<file path="src/rtl/ordered_linear_probe_hash_table_assert.svh">
// ----------------------------------------------------------------------------
// ordered linear probe hash table assertion macros
// concurrent assertion helpers used by the rtl
// ----------------------------------------------------------------------------
`ifndef ORDERED_LINEAR_PROBE_HASH_TABLE_ASSERT_SVH
`define ORDERED_LINEAR_PROBE_HASH_TABLE_ASSERT_SVH

// condition must hold at every clock edge outside reset
`define OLPH_ASSERT(lbl, clk, rst_n, cond) \
  lbl: assert property (@(posedge clk) disable iff (!rst_n) (cond)) \
    else $error("olph assertion failed");

// antecedent implies consequent in the next cycle
`define OLPH_ASSERT_NEXT(lbl, clk, rst_n, ante, cons) \
  lbl: assert property (@(posedge clk) disable iff (!rst_n) (ante) |=> (cons)) \
    else $error("olph assertion failed");

`endif

</file>
<file path="src/rtl/olph_ram.sv">
// ----------------------------------------------------------------------------
// olph_ram
// generic single write, single read ram with registered read data
// ----------------------------------------------------------------------------
`default_nettype none
module olph_ram #(
  parameter int WIDTH = 8,
  parameter int DEPTH = 16
) (
  input  wire logic                     clk_i,
  input  wire logic                     we_i,
  input  wire logic [$clog2(DEPTH)-1:0] waddr_i,
  input  wire logic [WIDTH-1:0]         wdata_i,
  input  wire logic [$clog2(DEPTH)-1:0] raddr_i,
  output logic      [WIDTH-1:0]         rdata_o
);

  logic [WIDTH-1:0] mem [DEPTH];

  always_ff @(posedge clk_i) begin
    if (we_i) begin
      mem[waddr_i] <= wdata_i;
    end
    rdata_o <= mem[raddr_i];
  end

endmodule
`default_nettype wire
</file>
<file path="config.mk">
export PLATFORM = sky130hd
export DESIGN_NAME = olph_ram
export DESIGN_NICKNAME = d
export VERILOG_FILES = /design/src/rtl/ordered_linear_probe_hash_table_assert.svh /design/src/rtl/olph_ram.sv
export SDC_FILE = /design/constraint.sdc
export NUM_CORES = 1
export LEC_CHECK = 0
export BUFFER_PORTS_ARGS = -buffer_cell sky130_fd_sc_hd__buf_2
export CAP_MARGIN = 30
export CORE_ASPECT_RATIO = 1.2
export CORE_MARGIN = 2
export CORE_UTILIZATION = 50
export DETAILED_ROUTE_END_ITERATION = 8
export PLACE_DENSITY = 0.72
export SLEW_MARGIN = 20
export SYNTH_ARGS = -nofsm -noshare
export SYNTH_HDL_FRONTEND = slang
export SYNTH_SLANG_ARGS = --single-unit
export TNS_END_PERCENT = 5
</file>
<file path="constraint.sdc">
create_clock -name clk_i -period 2.7 [get_ports clk_i]
set_clock_uncertainty 0.15 [all_clocks]
set_input_delay 0.81 -clock clk_i [delete_from_list [all_inputs] [get_ports clk_i]]
set_output_delay 0.81 -clock clk_i [all_outputs]
set_load 0.05 [all_outputs]
</file>
---- Yosys cells after proc, flatten, opt, wreduce, memory -nomap -nowiden ----
Memories as Yosys holds them, arrays and structs flattened. A register that Yosys moved wholly into a read port is not among the register bits.
Index checks and enable logic that the tools add are counted.
storage, ports and cells
  bits in registers ....................... 0
  bits in latches ......................... 0
  memory bits (writable) .................. 128
  memory bits (read-only) ................. 0
  input bits .............................. 18
  output and inout port bits .............. 8
  word-level logic and storage cells ...... 3
  memories kept ........................... 1
memory list
  name  words  width  read ports  clocked after memory_dff  write ports  line            text
  mem   16     8      1           1                         1            olph_ram.sv:18  logic [WIDTH-1:0] mem [DEPTH];
cells by class
  add/sub/neg operators ................... 0
  $mul .................................... 0
  div/mod/pow operators ................... 0
  magnitude comparators ................... 0
  equality and inequality tests ........... 0
  shift operators ......................... 0
  multiplexer cells ....................... 2
  bitwise gates (word level) .............. 0
  reduce and logical (&&, ||, !) cells .... 0
operators by type and width
  cell              count
  2-to-1 mux 1 bit  2

---- Logic depth before layout (Yosys ltp) ----
  word-level depth ........................ 2
  mapped depth ............................ 5
  depth with buffers taken out ............ 3

---- Worst setup path before layout ----
No wires, ideal clock.
  path kind ............................... in2reg
  from .................................... input waddr_i[2]
  to ...................................... memory mem[0][0], enable pin
  data arrival time ....................... 1.920 ns
  slack ................................... 0.247 ns
  stages .................................. 2
  cells stage by stage .................... or3b_2 > nor3_1
RTL lines
  what                line            text
  start: declaration  olph_ram.sv:12  input wire logic [$clog2(DEPTH)-1:0] waddr_i,
  end: declaration    olph_ram.sv:18
No word-level cell before the write port.

==> impl_metrics.tcl <==
set metrics [dict create \
    cp.arrival_ps 2190 \
    ys.flop_type "edfxtp_1" \
    cp_max_fo 27 \
    synth_xor_area_frac 0 \
    grt.total_usage 0.1889 \
    n_antenna_cell 0 \
    synth-simple-area-share 0.03184 \
    cts_max_level 4 \
    critPathKind "in2reg" \
    tns_ps 0 \
    cts_resized 0 \
    async_reset_ff_frac 0 \
    num_rows 40 \
    netlist.area_leader.share 0.7467 \
    setup_violations 0 \
    path_cells "buf_2 > buf_12 > mux4_1 > a22oi_1 > nand2_1" \
    grt_pass1_vias 2581 \
    clock-sinks 136 \
    hold_start "mem[12][1]" \
    finalHoldViolations 0 \
    p_comb_frac 0.051 \
    r2r_end "rdata_o[0]" \
    die_w_um 96.63 \
    rsz0062_at_grt "false" \
    antenna_left 0 \
    drtIter0Drc 186 \
    drive_above_1_share 0.3266 \
    p_total_w 0.005222 \
    netlist_instances 229 \
    rrSetupSlack_ps 1150 \
    cts_hold_buf 0 \
    routedWlPerCell_um 22.73 \
    synth_most_common_cell "edfxtp_1" \
    synth_mux_area_frac 0.1502 \
    synth_top_family_by_area "multiplexers" \
    worst_slew_pin_slew_ps 390.4 \
    p_clk_frac 0.495 \
    clk_pin_slew_ps 60 \
    netlist-cell-type-count 19 \
    pin_count 26 \
    syn-cell-area_mm2 0.005147 \
    first_pass_iters 4 \
    dpl.hpwl_um 5894 \
    clkLatencyLatePin_ps 410 \
    cp.depth 5 \
    startpoint_type "input pin" \
    reg2reg_from "mem[0][0]" \
    nNetsFinal 302 \
    endpoint "rdata_o[0]" \
    drv_cap 0 \
    swShare 0.1969 \
    status "finished, final reports clean" \
    p_leak_nw 2.134 \
    dpl_cell_area_mm2 0.005527 \
    highest_layer "met4" \
    yosysSeqAreaShare 0.7778 \
    portBuffers 25 \
    yosysWarningCount 0 \
    drc 0 \
    synthTopCellsByCount "edfxtp_1, mux4_2, a22oi_1" \
    critPathMaxStageDelay_ps 590 \
    syn_nets 247 \
    wl_met1_um 4000 \
    critical_path_buf_inv_count 2 \
    clock.fmax_mhz 487.7 \
    area_growth_pct 20.44 \
    setup_ws_ps 649.6 \
    cts_tree "built" \
    grt_max_degree 33 \
    power.switching_w 0.001028 \
    maxSlewViolCount 0 \
    ys_ff_latch 136 \
    yosys.area_share.adder 0 \
    period_needed_ps 2050 \
    avgViaCountPerCell 5.721 \
    dr_total_vias 2420 \
    overflow 0 \
    hold_class "reg2reg" \
    synth-edff-count 128 \
    core-area_mm2 0.01001 \
    synth-compound-area-share 0.02333 \
    avgSynthCellArea_um2 22.48 \
    clockRootBuffer "clkbuf_16" \
    synth_area_leaders "edfxtp_1, mux4_2, mux4_1" \
    fin_area_mm2 0.006200 \
    powerDensity_mw_per_mm2 842.3 \
    crit_start "raddr_i[0]" \
    worst_ir_drop_vdd_v 0.0004686 \
    worstPathRequired_ps 2840 \
    wl_met2_um 5146 \
    p_int_w 0.004194 \
    worst_hold_slack_ps 521.2 \
    synth_area_leader_cell "edfxtp_1" \
    rr_worst_depth 3 \
    critPathTopFamily "multiplexers" \
    cts_made_buffers 17 \
    wl_met3_um 303 \
    die_y_um 115.2 \
    cts_setup_buffers 0 \
    grt_pass1_wl_um 14860 \
    place_worst_setup_slack_ps 235.8 \
    globalplace.congestion 0.7118 \
    final.period_utilization 0.7594 \
    initial_utilization 0.5143 \
    relSlewSlack 0.7397 \
    wirelength_um 9613 \
    power_frac_seq 0.455 \
    die_area_mm2 0.01113 \
    cpMaxStageDelayCell "mux4_1" \
    worst_setup_path_end_kind "register" \
    cts_buffer_depth 2 \
    antenna_found_initial 0 \
]
-- area by class of cell --
type	count	area, um2
flip-flops and latches	136	4004
fillers	702	3810
multi-input cells	83	1057
clock buffers	17	425.4
repair buffers	46	307.8
clock inverters	15	247.7
well taps	126	157.7
-- stage by stage --
| step | utilization | instances |
|---|---|---|
| after CTS | 0.6194 | 423 |
| after global placement | 0.5521 | 391 |
| after floorplan | - | 229 |
| after detailed placement | 0.5521 | 391 |
| final | 0.6194 | 423 |
| after global routing | 0.6194 | 423 |
-- power groups by stage --
stage                     Clock [W]  Combinational, W  Sequential, W
after floorplan                   0          0.000120        0.00246
after global placement            0          0.000263        0.00242
after detailed placement          0          0.000269        0.00242
after CTS                   0.00262          0.000270        0.00237
after global routing        0.00270          0.000285        0.00238
final                       0.00258          0.000265        0.00237
-- worst min path at each step --
stage | cells after the start | endpoint
floorplan | 3 | rdata_o[0]
global placement | 3 | rdata_o[1]
detailed placement | 3 | rdata_o[1]
CTS | 3 | rdata_o[1]
global route | 3 | rdata_o[4]
finish | 3 | rdata_o[1]
-- worst register-to-register path, stage by stage, from the launching register on --
cell and delay [ps]:
edfxtp_1 360, mux4_1 500, a22oi_1 330, nand2_1 90
-- metal layers --
metal  global-route usage  vias to the layer above
met2               0.3227                       63
met3              0.04134                       12
met1               0.2405                     1261
met4              0.07418                        0
met5                    0                        -
li1                     -                     1084
-- flip-flops by register name, summed over array words and instances (netlist names) --
name / flops
mem: 128
rdata_o: 8
-- cell families after synthesis --
kind of cell,after synthesis
AO/OA/AOI/OAI,16
buffers and inverters,10
flip-flops,136
multiplexers,32
AND/OR/NAND/NOR,35
-- cell usage in the layout, fill, tap and decap left out, types with 2 or more instances in the layout --
master and instances:
a22oi_1 16, buf_12 2, buf_2 25, buf_4 19
bufinv_16 6, clkbuf_16 17, clkinv_2 2, clkinvlp_4 3
dfxtp_1 8, edfxtp_1 128, inv_6 3, mux4_1 14
mux4_2 18, nand2_1 9, nand2b_1 2, nand3b_1 2
nor2_1 13, nor3_1 4
Power figures use the tool's default switching activity.
